<file path="src/rtl/mbsoil_pkg.sv">
// Shared types, codes and the CRC-16 byte step for the soil sensor Modbus master.
// Used by mbsoil_rx_frame and modbus_rtu_soil_read_transaction; depends on nothing.
package mbsoil_pkg;

    localparam logic [1:0] REQ_START = 2'd0;
    localparam logic [1:0] REQ_BYTE  = 2'd1;
    localparam logic [1:0] REQ_TICK  = 2'd2;

    localparam logic [2:0] ST_OK      = 3'd0;
    localparam logic [2:0] ST_TIMEOUT = 3'd1;
    localparam logic [2:0] ST_SLAVE   = 3'd2;
    localparam logic [2:0] ST_FUNC    = 3'd3;
    localparam logic [2:0] ST_CRC     = 3'd4;
    localparam logic [2:0] ST_LENGTH  = 3'd5;

    localparam int          FRAME_BYTES   = 21;
    localparam logic [4:0]  LAST_IDX      = 5'd20;
    localparam logic [4:0]  CRC_END_IDX   = 5'd19;
    localparam logic [7:0]  FUNC_READ     = 8'h03;
    localparam logic [7:0]  REG_COUNT     = 8'h08;
    localparam logic [7:0]  ZERO_BYTE     = 8'h00;
    localparam logic [7:0]  MIN_PAYLOAD   = 8'd16;
    localparam logic [15:0] CRC_SEED      = 16'hFFFF;
    localparam logic [15:0] CRC_POLY      = 16'hA001;
    localparam logic [15:0] TIMEOUT_RESET = 16'd1000;
    localparam logic [15:0] TICKS_MAX     = 16'hFFFF;

    typedef struct packed {
        logic       start;
        logic       byte_en;
        logic       tick;
        logic [7:0] slave;
        logic [7:0] data;
    } rx_event_t;

    typedef struct packed {
        logic        valid;
        logic [2:0]  status;
        logic [15:0] temperature;
        logic [15:0] humidity;
        logic [15:0] conductivity;
        logic [15:0] ph;
    } outcome_t;

    function automatic logic [15:0] crc_byte(input logic [15:0] crc_in, input logic [7:0] b);
        logic [15:0] c;
        c = crc_in ^ {8'h00, b};
        for (int i = 0; i < 8; i++) begin
            if (c[0])
                c = (c >> 1) ^ CRC_POLY;
            else
                c = c >> 1;
        end
        return c;
    endfunction

endpackage

</file>
<file path="src/rtl/mbsoil_rx_frame.sv">
// Response collection, CRC tracking, timeout counting and frame checking.
// Depends on mbsoil_pkg.
module mbsoil_rx_frame (
    input  logic                   clk,
    input  logic                   rst_n,
    input  mbsoil_pkg::rx_event_t  ev,
    input  logic [15:0]            timeout_ticks,
    output mbsoil_pkg::outcome_t   outcome
);
    import mbsoil_pkg::*;

    logic        receiving_reg, receiving_next;
    logic [7:0]  expected_slave_reg, expected_slave_next;
    logic [4:0]  count_reg, count_next;
    logic [15:0] crc_reg, crc_next;
    logic [15:0] elapsed_reg, elapsed_next;
    logic [7:0]  frame_reg [FRAME_BYTES];
    logic        store_we;
    logic [2:0]  check_status;
    logic [15:0] got_crc;

    assign got_crc = {ev.data, frame_reg[CRC_END_IDX]};

    always_comb
    begin
        if (frame_reg[0] != expected_slave_reg)
            check_status = ST_SLAVE;
        else if (frame_reg[1] != FUNC_READ)
            check_status = ST_FUNC;
        else if (got_crc != crc_reg)
            check_status = ST_CRC;
        else if (frame_reg[2] < MIN_PAYLOAD)
            check_status = ST_LENGTH;
        else
            check_status = ST_OK;
    end

    always_comb
    begin
        receiving_next      = receiving_reg;
        expected_slave_next = expected_slave_reg;
        count_next          = count_reg;
        crc_next            = crc_reg;
        elapsed_next        = elapsed_reg;
        store_we            = 1'b0;
        outcome             = '0;
        if (ev.start)
        begin
            receiving_next      = 1'b1;
            expected_slave_next = ev.slave;
            count_next          = 5'd0;
            crc_next            = CRC_SEED;
            elapsed_next        = 16'd0;
        end
        else if (receiving_reg)
        begin
            if (ev.byte_en)
            begin
                store_we   = 1'b1;
                count_next = count_reg + 5'd1;
                if (count_reg < CRC_END_IDX)
                    crc_next = crc_byte(crc_reg, ev.data);
                if (count_reg == LAST_IDX)
                begin
                    receiving_next = 1'b0;
                    outcome.valid  = 1'b1;
                    outcome.status = check_status;
                    if (check_status == ST_OK)
                    begin
                        outcome.temperature  = {frame_reg[3], frame_reg[4]};
                        outcome.humidity     = {frame_reg[5], frame_reg[6]};
                        outcome.conductivity = {frame_reg[7], frame_reg[8]};
                        outcome.ph           = {frame_reg[17], frame_reg[18]};
                    end
                end
            end
            else if (ev.tick)
            begin
                if (elapsed_reg != TICKS_MAX)
                    elapsed_next = elapsed_reg + 16'd1;
                if (elapsed_next >= timeout_ticks)
                begin
                    receiving_next = 1'b0;
                    outcome.valid  = 1'b1;
                    outcome.status = ST_TIMEOUT;
                end
            end
        end
    end

    always_ff @(posedge clk or negedge rst_n)
    begin
        if (!rst_n)
        begin
            receiving_reg      <= 1'b0;
            expected_slave_reg <= 8'd0;
            count_reg          <= 5'd0;
            crc_reg            <= CRC_SEED;
            elapsed_reg        <= 16'd0;
        end
        else
        begin
            receiving_reg      <= receiving_next;
            expected_slave_reg <= expected_slave_next;
            count_reg          <= count_next;
            crc_reg            <= crc_next;
            elapsed_reg        <= elapsed_next;
        end
    end

    always_ff @(posedge clk)
    begin
        if (store_we)
            frame_reg[count_reg] <= ev.data;
    end

endmodule

</file>
<file path="src/rtl/modbus_rtu_soil_read_transaction.sv">
// Modbus RTU read-holding-registers master for a soil sensor: top level.
// A start item yields eight request bytes; a received byte or tick item may yield one outcome.
// An accepted item's first result is registered into the output register on the next clock.
// Byte and tick items are taken one per cycle while the output is not stalled; a start blocks
// the input while the request sequencer emits the other seven bytes.
// Reset is asynchronous and active low; it leaves the block idle with timeout_ticks at 1000.
module modbus_rtu_soil_read_transaction (
    input  logic               clk,
    input  logic               rst_n,
    input  logic               cfg_wr_en,
    input  logic [15:0]        cfg_wr_data,
    input  logic               in_valid,
    output logic               in_ready,
    input  logic [1:0]         req_type,
    input  logic [7:0]         sensor_addr,
    input  logic [7:0]         rx_byte,
    output logic               out_valid,
    input  logic               out_ready,
    output logic               out_kind,
    output logic [7:0]         tx_byte,
    output logic               last,
    output logic [2:0]         status,
    output logic signed [15:0] temperature_tenths,
    output logic [15:0]        humidity_tenths,
    output logic [15:0]        conductivity,
    output logic [15:0]        ph_tenths
);
    import mbsoil_pkg::*;

    logic [15:0] timeout_reg;
    logic [2:0]  tx_idx_reg, tx_idx_next;
    logic [15:0] tx_crc_reg, tx_crc_next;
    logic        out_valid_reg, out_valid_next;
    logic        out_kind_reg, out_kind_next;
    logic [7:0]  tx_byte_reg, tx_byte_next;
    logic        last_reg, last_next;
    logic [2:0]  status_reg, status_next;
    logic [15:0] temp_reg, temp_next;
    logic [15:0] hum_reg, hum_next;
    logic [15:0] cond_reg, cond_next;
    logic [15:0] ph_reg, ph_next;
    logic        slot_free;
    logic        tx_busy;
    logic        accept;
    logic [7:0]  seq_byte;
    rx_event_t   ev;
    outcome_t    outcome;

    assign slot_free = !out_valid_reg || out_ready;
    assign tx_busy   = tx_idx_reg != 3'd0;
    assign in_ready  = slot_free && !tx_busy;
    assign accept    = in_valid && in_ready;

    assign ev.start   = accept && (req_type == REQ_START);
    assign ev.byte_en = accept && (req_type == REQ_BYTE);
    assign ev.tick    = accept && (req_type == REQ_TICK);
    assign ev.slave   = sensor_addr;
    assign ev.data    = rx_byte;

    mbsoil_rx_frame u_rx_frame (
        .clk           (clk),
        .rst_n         (rst_n),
        .ev            (ev),
        .timeout_ticks (timeout_reg),
        .outcome       (outcome)
    );

    always_comb
    begin
        case (tx_idx_reg)
            3'd1:    seq_byte = FUNC_READ;
            3'd2:    seq_byte = ZERO_BYTE;
            3'd3:    seq_byte = ZERO_BYTE;
            3'd4:    seq_byte = ZERO_BYTE;
            3'd5:    seq_byte = REG_COUNT;
            3'd6:    seq_byte = tx_crc_reg[7:0];
            3'd7:    seq_byte = tx_crc_reg[15:8];
            default: seq_byte = ZERO_BYTE;
        endcase
    end

    always_comb
    begin
        tx_idx_next    = tx_idx_reg;
        tx_crc_next    = tx_crc_reg;
        out_valid_next = out_valid_reg;
        out_kind_next  = out_kind_reg;
        tx_byte_next   = tx_byte_reg;
        last_next      = last_reg;
        status_next    = status_reg;
        temp_next      = temp_reg;
        hum_next       = hum_reg;
        cond_next      = cond_reg;
        ph_next        = ph_reg;
        if (slot_free)
        begin
            out_valid_next = 1'b0;
            if (tx_busy)
            begin
                out_valid_next = 1'b1;
                out_kind_next  = 1'b0;
                tx_byte_next   = seq_byte;
                last_next      = tx_idx_reg == 3'd7;
                status_next    = ST_OK;
                temp_next      = 16'd0;
                hum_next       = 16'd0;
                cond_next      = 16'd0;
                ph_next        = 16'd0;
                tx_idx_next    = tx_idx_reg + 3'd1;
                if (tx_idx_reg <= 3'd5)
                    tx_crc_next = crc_byte(tx_crc_reg, seq_byte);
            end
            else if (ev.start)
            begin
                out_valid_next = 1'b1;
                out_kind_next  = 1'b0;
                tx_byte_next   = sensor_addr;
                last_next      = 1'b0;
                status_next    = ST_OK;
                temp_next      = 16'd0;
                hum_next       = 16'd0;
                cond_next      = 16'd0;
                ph_next        = 16'd0;
                tx_idx_next    = 3'd1;
                tx_crc_next    = crc_byte(CRC_SEED, sensor_addr);
            end
            else if (outcome.valid)
            begin
                out_valid_next = 1'b1;
                out_kind_next  = 1'b1;
                tx_byte_next   = 8'd0;
                last_next      = 1'b0;
                status_next    = outcome.status;
                temp_next      = outcome.temperature;
                hum_next       = outcome.humidity;
                cond_next      = outcome.conductivity;
                ph_next        = outcome.ph;
            end
        end
    end

    always_ff @(posedge clk or negedge rst_n)
    begin
        if (!rst_n)
        begin
            timeout_reg   <= TIMEOUT_RESET;
            tx_idx_reg    <= 3'd0;
            out_valid_reg <= 1'b0;
        end
        else
        begin
            if (cfg_wr_en)
                timeout_reg <= cfg_wr_data;
            tx_idx_reg    <= tx_idx_next;
            out_valid_reg <= out_valid_next;
        end
    end

    always_ff @(posedge clk)
    begin
        tx_crc_reg   <= tx_crc_next;
        out_kind_reg <= out_kind_next;
        tx_byte_reg  <= tx_byte_next;
        last_reg     <= last_next;
        status_reg   <= status_next;
        temp_reg     <= temp_next;
        hum_reg      <= hum_next;
        cond_reg     <= cond_next;
        ph_reg       <= ph_next;
    end

    assign out_valid          = out_valid_reg;
    assign out_kind           = out_kind_reg;
    assign tx_byte            = tx_byte_reg;
    assign last               = last_reg;
    assign status             = status_reg;
    assign temperature_tenths = $signed(temp_reg);
    assign humidity_tenths    = hum_reg;
    assign conductivity       = cond_reg;
    assign ph_tenths          = ph_reg;

endmodule

</file>
<file path="config.mk">
export PLATFORM = sky130hd
export DESIGN_NAME = modbus_rtu_soil_read_transaction
export DESIGN_NICKNAME = d
export VERILOG_FILES = /design/src/rtl/mbsoil_pkg.sv /design/src/rtl/mbsoil_rx_frame.sv /design/src/rtl/modbus_rtu_soil_read_transaction.sv
export SDC_FILE = /design/constraint.sdc
export NUM_CORES = 1
export LEC_CHECK = 0
export ABC_AREA = 1
export BUFFER_PORTS_ARGS = -buffer_cell sky130_fd_sc_hd__buf_2
export CORE_AREA = 2 2 178 180
export CTS_BUF_LIST = sky130_fd_sc_hd__clkbuf_8
export CTS_CLUSTER_DIAMETER = 30
export CTS_CLUSTER_SIZE = 25
export DETAILED_ROUTE_END_ITERATION = 12
export DIE_AREA = 0 0 180 182
export PLACE_DENSITY_LB_ADDON = 0.12
export SETUP_SLACK_MARGIN = 0.1
export SYNTH_ARGS = -nofsm -noshare
export SYNTH_HDL_FRONTEND = slang
export SYNTH_SLANG_ARGS = --single-unit
</file>
<file path="constraint.sdc">
create_clock -name clk -period 19.5 [get_ports clk]
set_input_delay 0.975 -clock clk [delete_from_list [all_inputs] [get_ports clk]]
set_output_delay 0.975 -clock clk [all_outputs]
set_load 0.01 [all_outputs]
</file>
; ---- Word level (Yosys, flattened, before mapping)
; Memories as Yosys holds them, arrays and structs flattened.
; Cells that the tools add are included.
[op_classes]
magnitude_cmp = 4
muxes = 154
reduce_logical = 24
addsub = 3
n_eq_ne = 13
bitwise_logic = 27
[ops]
columns = operator, n
row1 = 2-to-1 mux 16 bit, 114
row2 = 2-to-1 mux 68 bit, 3
row3 = 2-to-1 mux 64 bit, 2
row4 = NOT 2 -> 3 bit, 24
row5 = one-hot mux 8 bit (4 select lines), 1
row6 = bitwise XOR 16 x 8 -> 16 bit, 2
row7 = 2-to-1 mux 8 bit, 3
row8 = 2-to-1 mux 3 bit, 7
row9 = 2-to-1 mux 1 bit, 18
row10 = adder 16 x 1 -> 16 bit (second input constant), 1
row11 = greater-or-equal comparator 16 bit, 1
row12 = != test 16 bit, 1
row13 = != test 16 bit (second input constant), 1
row14 = NOT 8 -> 16 bit, 1
row15 = 2-to-1 mux 5 bit, 3
row16 = 2-to-1 mux 4 bit, 3
row17 = nonzero test 2 bit, 5
row18 = == test 3 bit (second input constant), 3
row19 = AND reduction 3 bit, 3
row20 = < comparator 8 x 5 -> 1 bit (second input constant), 1
row21 = != test 8 x 2 -> 1 bit (second input constant), 1
row22 = != test 8 bit, 1
row23 = AND reduction 2 bit, 3
row24 = nonzero test 3 bit, 2
row25 = other kinds (15), 21
[word_totals]
memories = 1
ram_bits = 168
elab_cells = 243
input_bits = 39
out_inout_bits = 79
reg_bits = 159
[memory_table]
columns = name, depth, word_bits, read_ports, rd_clocked_by_memory_dff, write_ports, line_no
row1 = u_rx_frame.frame_reg, 21, 8, 12, 0, 1, mbsoil_rx_frame.sv:17  ; logic [7:0] frame_reg [FRAME_BYTES];

; ---- Depth between registers and ports, before layout
; Gate-level depths: netlist of the first run.
[depth]
ltp_word = 50
depth_mapped = 22
depth_no_buf = 22

; ---- Modules after synthesis
; Synthesis of the first run repeated with hierarchy kept, for this count alone.
[unflattened]
cells_unflattened = 1168
area_unflattened_um2 = 12067.8
[by_module_without_submodules]
columns = module, seq_area_each_um2, cells_each, area_each_um2, n_inst
row1 = mbsoil_rx_frame, 3933.8, 668, 6815.3, 1
row2 = modbus_rtu_soil_read_transaction, 3300.7, 500, 5252.5, 1

; ---- Worst setup path after synthesis of the first run
; Ideal clock, no wire load.
[synth_timing]
path_kind = flip-flop to flip-flop
startpoint = reg u_rx_frame.elapsed_reg[0]
endpoint = reg cond_reg[0] (netlist: conductivity[0]) (enable)
n_path_buf = 0
t_required_ns = 18.962
slack_ns = 12.572
setup_ns = 0.538
synth_period_minus_slack_ns = 6.928
t_arrival_ns = 6.390
stages_incl_launch_ff = 22
path_cell_list = dfrtp_1 ha_1 nand2_1 nor2_1 nand4_1 nor2_1 nand2_1 inv_1 nand2_1 inv_1 nor2_1 xor2_1 inv_1 ha_1 nand2_1 nor3_1 nand3_1 nand3_1 nand4_1 nand2_1 nand2_1 a21oi_1
[synth_between]
elab_chain_cells = 14
word_cells_on_any_way = 15
classes_between = 1 x add/sub / 1 x order compare / 1 x eq/ne / 10 x mux / 2 x reduce/logical
[synth_rtl]
columns = item, line_no
row1 = from (decl), mbsoil_rx_frame.sv:16  ; logic [15:0] elapsed_reg, elapsed_next;
row2 = from (signal assigned), mbsoil_rx_frame.sv:107  ; elapsed_reg <= elapsed_next;
row3 = adder 16 x 1 -> 16 bit or != test 16 bit (tied branches), "mbsoil_rx_frame.sv:80, mbsoil_rx_frame.sv:79"
row4 = 2-to-1 mux 16 bit (*), mbsoil_rx_frame.sv:79  ; if (elapsed_reg != TICKS_MAX)
row5 = 2-to-1 mux 16 bit (*), mbsoil_rx_frame.sv:77  ; else if (ev.tick)
row6 = 2-to-1 mux 16 bit (*), mbsoil_rx_frame.sv:57  ; if (ev.byte_en)
row7 = 2-to-1 mux 16 bit (*), mbsoil_rx_frame.sv:55  ; else if (receiving_reg)
row8 = 2-to-1 mux 16 bit (*), mbsoil_rx_frame.sv:47  ; if (ev.start)
row9 = greater-or-equal comparator 16 bit (*), mbsoil_rx_frame.sv:81  ; if (elapsed_next >= timeout_ticks)
row10 = 2-to-1 mux 4 bit (*), mbsoil_rx_frame.sv:81
row11 = 2-to-1 mux 4 bit (*), mbsoil_rx_frame.sv:77
row12 = 2-to-1 mux 4 bit (*), mbsoil_rx_frame.sv:57
row13 = 2-to-1 mux 68 bit (*), mbsoil_rx_frame.sv:55
row14 = 2-to-1 mux 68 bit (*), mbsoil_rx_frame.sv:47
row15 = nonzero test 3 bit (no source line) (*), -
row16 = AND reduction 2 bit (no source line) (*), -
row17 = to (signal assigned), modbus_rtu_soil_read_transaction.sv:168  ; cond_reg <= cond_next;
row18 = to (decl), modbus_rtu_soil_read_transaction.sv:40  ; logic [15:0] cond_reg, cond_next;
; Mark *: on every way between the ends. The rest lies on a longest branch, timed or not. The select of a mux whose other input is x is not followed.
; A chain may end at the register's enable or synchronous reset.

; ---- Worst setup path after layout of the first run
[layout_timing]
startpoint = reg u_rx_frame.elapsed_reg[0]
endpoint = reg cond_reg[5] (netlist: conductivity[5]) (enable)
; Same word-level chain as after synthesis.

==> results.md, run 1 <==
* GRT Util Overall at 15.0%
* Kind of critical path: reg -> reg
* Post-Synthesis Cells at 1024
* CTS tree: built
* Worst hold stages at 2
* # setup viols final at 0
* WHS Endpoint: u_rx_frame.expected_slave_reg[2]
* Final ANT Viol Nets at 0
* Switch Pwr at slightly below 700 uW
* Wire per inst at about 15 um
* Hold Path Class: reg -> reg
* IO Port Bufs at 117
* Chip height at about 180 um
* Type of origin of the critical path: flop
* Finished Layout Cells at ~1600
* Max_cap viols at 0
* Initial DRC count at ~370
* Power share of the clock group at ~33%
* Detailed placer's ending HPWL at 15700 um
* Vias in the first global route at about 7500
* Setup ws final at 14.87 ns
* Total gr overflow at 0
* CTS sink count at around 250
* Final min period at around 4.6 ns
* Die area at 32800 um^2
* Worst r2r src: u_rx_frame.elapsed_reg[0]
* Hold buffer count at cts at 0
* Num rows at between 60 and 70
* Cts bufs inserted at just under 60
* Worst-path fanout max at 77
* Antenna violations before repair at 1
* Post-synth ARST share at 26.3%
* Reg2Reg Setup Slack at around 15 ns
* Cell area power density at between 100 and 150 nW/um^2
* Syn Area/Cell at between 10 and 15 um^2
* H-tree depth at 2
* Slew Viols, Final at 0
* Number of flip-flops under the largest register name at 92
* Setup_tns at 0 ns
* Via count at 7400
* Sequential power share at about two fifths
* Post-synth EDFFs at 185
* Count leader, synth: edfxtp_1
* Worst Path Required at roughly 20 ns
* Seq cells post-synth at 251
* Sw frac at 33.8%
* First-pass GRT wire length at between 30000 and 40000 um
* RR Endpoint: conductivity[5]
* Die extent in x at approximately 180 um
* Placed cells at 1530
* Layout fillers at 2990
* Pre-CTS WS at ~15 ns
* Hold Vio Cnt, Final at 0
* Drc violations at 0
* Pre-antenna DRT Iters at 5
* Status: completed
* Fraction of layout cells with a size suffix above 1 at 26.9%
* Relative slew slack at 30.3%
* CP endpoint kind: flop
* Peak supply drop at 0.0694 mV
* Syn Nets at roughly 1100
* CORE AREA at about 31000 um^2
* Fin nets at approximately 1300
* Clk slew on worst S/H paths at roughly 0.060 ns
* Initial Utilization at between 30% and 40%
* Clk Latency, worst-skew pair at ~0.60 ns
* Gpl congestion at 0.782
* Setup Buffers After CTS at 0
* Fmax at 216 MHz
* Post-CTS Resized at 0
* Layout Skew at about 0.042 ns
* RSZ-0062 raised after global routing: false
* Synth top cells by count: edfxtp_1 (185), nand2_1 (176), inv_1 (165), nor2_2 (65), o21ai_0 (61)
* Period Utilization, post-route at between 20% and 30%
* Largest net degree at the start of global routing at 78
* Top cell type by total area after synthesis: edfxtp_1
* CP Data Arrival Time at between 4 and 5 ns
* Synth top area share at 49.1%
* Total wire length at around 24000 um
* P_int at around 1.4 mW
* CTS Buffer Depth at 3
* Combinational power share at between 20 and 30%
* Antenna cell count at 0
* Routed vias/inst at 4.51
* Synthesis warning total at 0
* Layout Area Growth over Synthesis at 21.0%
* Sequential fraction of the synthesis area at a little under two thirds
* Total Power at 2.05 mW
* IO Count at 118
* Worst-Margin Slew at about 1.0 ns
* Area of the mapped netlist at between 10000 and 15000 um^2
* Leakage power at ~6 nW
* Top cells by area, synth: edfxtp_1 (49%), dfrtp_1 (9.7%), nand2_1 (5.8%)
* Root Buffer Master: clkbuf_8
* Reg2reg path depth at 22
* Yosys cell types at between 40 and 50
* Prevailing post-synth register cell: edfxtp_1
* Hold_sp: u_rx_frame.expected_slave_reg[2]
-- through the flow --
step | instance area [um^2] | util [%] | hold WS [ns]
3_3_place_gp | 12300 | 39.9 | 0.481
2_1_floorplan | 11300 | - | 0.461
4_1_cts | 13700 | 44.2 | 0.498
6_report | 13700 | 44.2 | 0.491
5_1_grt | 13700 | 44.2 | 0.524
3_5_place_dp | 12300 | 39.9 | 0.482
-- worst max-delay path, cell delays in order (launching register included) --
cell,delay [ns]
dfrtp_1,0.38
ha_1,0.18
nand2_1,0.08
nor2_1,0.19
nand4_1,0.18
nor2_1,0.16
nand2_1,0.10
inv_1,0.06
nand2_1,0.18
inv_1,0.28
nor2_1,0.09
xor2_1,0.19
inv_1,0.06
ha_1,0.27
nand2_1,0.04
nor3_1,0.29
nand3_1,0.11
nand3_1,0.13
nand4_1,0.12
nand2_1,0.10
nand2_1,0.10
a21oi_4,0.13
buf_4,0.73
-- metal layers --
layer / share of wire (%) / track usage (%) / vias up
met3: 4.8 / 3.09 / 44
li1: - / - / 3738
met4: 2.1 / 5.07 / 2
met2: 46 / 24.5 / 177
met1: 47 / 20.0 / 3439
met5: 0.054 / 0 / -
-- placed cells by master, fill, tap and decap left out, types with 10 or more instances in the layout --
cell type	instances
clkbuf_8	63
dfstp_2	22
nor2_1	45
clkinv_2	14
or2_2	10
inv_1	171
buf_2	117
xnor2_1	21
a21oi_1	23
nand3_1	53
ha_1	26
o21ai_0	60
xor2_1	38
dfrtp_1	44
nand2_1	176
edfxtp_1	185
nor2_2	65
o22ai_1	11
-- power by group through the flow --
stage | Combinational, mW | Sequential, mW | Clock [mW]
3_3_place_gp | 0.557 | 0.835 | 0
4_1_cts | 0.564 | 0.828 | 0.690
5_1_grt | 0.637 | 0.844 | 0.717
3_5_place_dp | 0.560 | 0.836 | 0
2_1_floorplan | 0.365 | 0.853 | 0
6_report | 0.555 | 0.825 | 0.671
-- how the worst max path moves through the flow --
stage                                    from                    end  slack, ns  cells past startpoint
floorplan           u_rx_frame.elapsed_reg[0]        conductivity[0]      12.57                     21
global placement    u_rx_frame.elapsed_reg[0]       conductivity[11]      14.94                     22
detailed placement  u_rx_frame.elapsed_reg[0]  temperature_tenths[6]      14.80                     22
CTS                 u_rx_frame.elapsed_reg[0]  temperature_tenths[2]      14.82                     22
global route        u_rx_frame.elapsed_reg[0]        conductivity[5]      14.30                     22
finish              u_rx_frame.elapsed_reg[0]        conductivity[5]      14.87                     22
-- cells by family after synthesis --
| family | Yosys count | synth area share [%] |
|---|---|---|
| buffers and inverters | 188 | 6.75 |
| muxes | 1 | 0.0995 |
| xor gates and xnor gates | 59 | 4.57 |
| AOI/OAI and AO/OA | 114 | 5.53 |
| adders and majority gates | 26 | 2.87 |
| and+or+nand+nor | 385 | 16.3 |
| DFF | 251 | 63.9 |
-- area by class of cell --
class,instances,area [um^2],share of cell area [%]
flip-flops and latches,251,7230,52.8
multi-input cells,585,3340,24.4
clock inverters,47,478,3.49
well taps,402,503,3.67
clock buffers,63,867,6.33
repair buffers,124,638,4.66
inverters,168,632,4.61
Note: power is estimated with default switching activity, not from simulation.
==> inputs of run 2 (changes only) <==
==> constraint.sdc (replaced) <==
create_clock -name clk -period 4.3 [get_ports clk]
set_input_delay 0.215 -clock clk [delete_from_list [all_inputs] [get_ports clk]]
set_output_delay 0.215 -clock clk [all_outputs]
set_load 0.01 [all_outputs]
==> run 2 against run 1 <==
First-iteration DRC count rose by 19%. Worst hold slack got worse by 0.45 ns. Utilization rose by 1.7 points. Critical path depth rose by 2. Register-to-register slack got worse by 14 ns. Cell area rose by 3.8%. Sequential cell count did not move. Count of clock-buffer cells in the layout rose by 2. Sequential share of layout area fell by 2.0 points. Global-route usage rose by 0.33 points. Final cell count rose by 2.3%. Combinational power rose to 4.8 times the previous value.
==> results.md, run 2 (synthesized netlist as in run 1, its figures left out) <==
* # setup viols final at 0
* Total wire length at 25200 um
* Chip height at between 150 and 200 um
* Drc violations at 0
* Vias in the first global route at around 7700
* Layout fillers at roughly 3000
* Sequential power share at roughly 39%
* Via count at around 7600
* Die extent in x at ~180 um
* Layout Area Growth over Synthesis at 25.6%
* CORE AREA at 31000 um^2
* Largest net degree at the start of global routing at a little under 80
* Initial Utilization at a little over a third
* Num rows at between 60 and 70
* Layout Skew at about 0.038 ns
* Die area at 32800 um^2
* Leakage power at ~6.2 nW
* Power share of the clock group at approximately a third
* Commonest cells after routing, fill and taps aside: edfxtp_1 (185), nand2_1 (173), inv_1 (171)
* Routed vias/inst at roughly 4.5
* Worst-path fanout max at 19
* Pre-antenna DRT Iters at 5
* Kind of critical path: reg -> reg
* H-tree depth at 2
* Fmax at approximately 270 MHz
* Setup ws final at 0.563 ns
* Multi-input logic area at around 3400 um^2
* Worst-Margin Slew at roughly 0.9 ns
* Cts bufs inserted at 59
* RSZ-0062 raised after global routing: false
* Relative slew slack at between 30% and 40%
* IO Port Bufs at ~120
* Period Utilization, post-route at 86.9%
* CP Data Arrival Time at 4.01 ns
* Detailed placer's ending HPWL at between 15000 and 20000 um
* Gpl congestion at 0.795
* Number of flip-flops under the largest register name at 92
* Final ANT Viol Nets at 0
* Fraction of layout cells with a size suffix above 1 at roughly 28%
* First-pass GRT wire length at around 40000 um
* Peak supply drop at 0.280 mV
* Seq. cell area at 7230 um^2
* Sw frac at between 30 and 40%
* Type of origin of the critical path: flop
* Pre-CTS WS at between 0.3 and 0.4 ns
* Wire per inst at 15.0 um
* P_int at 6.47 mW
* Antenna violations before repair at 0
* Initial DRC count at approximately 440
* Final min period at 3.74 ns
* Leading cell type in the layout, fill and taps excluded: edfxtp_1
* Switch Pwr at ~3.2 mW
* Total gr overflow at 0
* Combinational power share at roughly 28%
* Status: completed
* Max_cap viols at 0
* Clk slew on worst S/H paths at approximately 0.060 ns
* Cell area power density at 680 nW/um^2
* CP endpoint kind: flop
* Worst Path Required at approximately 4.6 ns
* Fin nets at about 1300
* Antenna cell count at 0
* Clk Latency, worst-skew pair at ~0.60 ns
* Root Buffer Master: clkbuf_8
* Hold Path Class: in -> reg
* GRT Util Overall at between 10% and 20%
* Slew Viols, Final at 0
* CTS Buffer Depth at 3
* CTS tree: built
* IO Count at roughly 120
* Hold Vio Cnt, Final at 0
* CTS sink count at 251
* Setup_tns at 0 ns
## run 2: layout make-up
cell class	instances	area share, %
clock buffer	65	6.29
timing repair buffer	159	7.22
tap	402	3.54
sequential	251	50.9
multi-input combinational	585	23.7
clock inverter	47	3.88
inverter	168	4.46
## run 2: path summary, 6_finish.rpt
| check | from | to | slack (ns) | cells after the start |
|---|---|---|---|---|
| max in group asynchronous | rst_n | timeout_reg[9] | 2.98 | 3 |
| max | u_rx_frame.elapsed_reg[0] | humidity_tenths[15] | 0.56 | 24 |
| max reg2reg | u_rx_frame.elapsed_reg[0] | humidity_tenths[15] | 0.56 | 24 |
| min in group asynchronous | rst_n | u_rx_frame.expected_slave_reg[5] | 0.27 | 2 |
| min | rx_byte[1] | u_rx_frame.frame_reg[7][1] | 0.05 | 1 |
| min reg2reg | u_rx_frame.expected_slave_reg[5] | u_rx_frame.expected_slave_reg[5] | 0.50 | 2 |
## run 2: repair_timing
action	4_1_cts	5_1_grt
gates resized for setup	0	5
hold endpoints to repair	46	0
hold buffers	25	0
setup buffers	0	1
setup endpoints to repair	0	77
## run 2: per-stage QoR
step	instances	utilization [%]	hold slack, ns	power (mW)	instance area (um^2)
5_1_grt	1677	45.9	0.0154	10.3	14200
4_1_cts	1673	45.6	0.00771	9.70	14100
3_3_place_gp	1536	40.1	0.367	6.32	12400
6_report	1677	45.9	0.0451	9.66	14200
3_5_place_dp	1536	40.1	0.370	6.35	12400
2_1_floorplan	1024	-	-0.0806	5.51	11400
## run 2: critical path, stage by stage (launching register included)
cell	delay, ns
dfrtp_1	0.39
ha_2	0.21
nand2_2	0.08
nor2_2	0.13
nand4_1	0.17
nor2_1	0.18
nand2_1	0.12
inv_2	0.08
nand2_4	0.10
inv_4	0.13
nor3_2	0.05
xor2_1	0.16
ha_1	0.31
nand2_1	0.06
nor2_1	0.13
nand2_1	0.07
o211ai_1	0.08
nand2_1	0.06
nand3_1	0.09
nand4_1	0.13
nand2_1	0.12
nand2_2	0.08
a21oi_4	0.15
buf_12	0.15
buf_6	0.21
## run 2: layer usage
metal	part of all wire (%)	track usage, %	vias to the layer above	routed length (um)
met5	0	0	-	0
met4	1.9	4.68	0	472
met3	5.8	3.91	46	1450
met2	47	25.1	193	11700
met1	46	20.1	3570	11500
li1	-	-	3806	-
## run 2: power by group through the flow
stage	clock [mW]	combinational [mW]	sequential [mW]
final	3.27	2.66	3.73
after global routing	3.49	3.04	3.81
after CTS	3.36	2.60	3.74
after detailed placement	0	2.56	3.78
after global placement	0	2.55	3.77
after floorplan	0	1.67	3.83
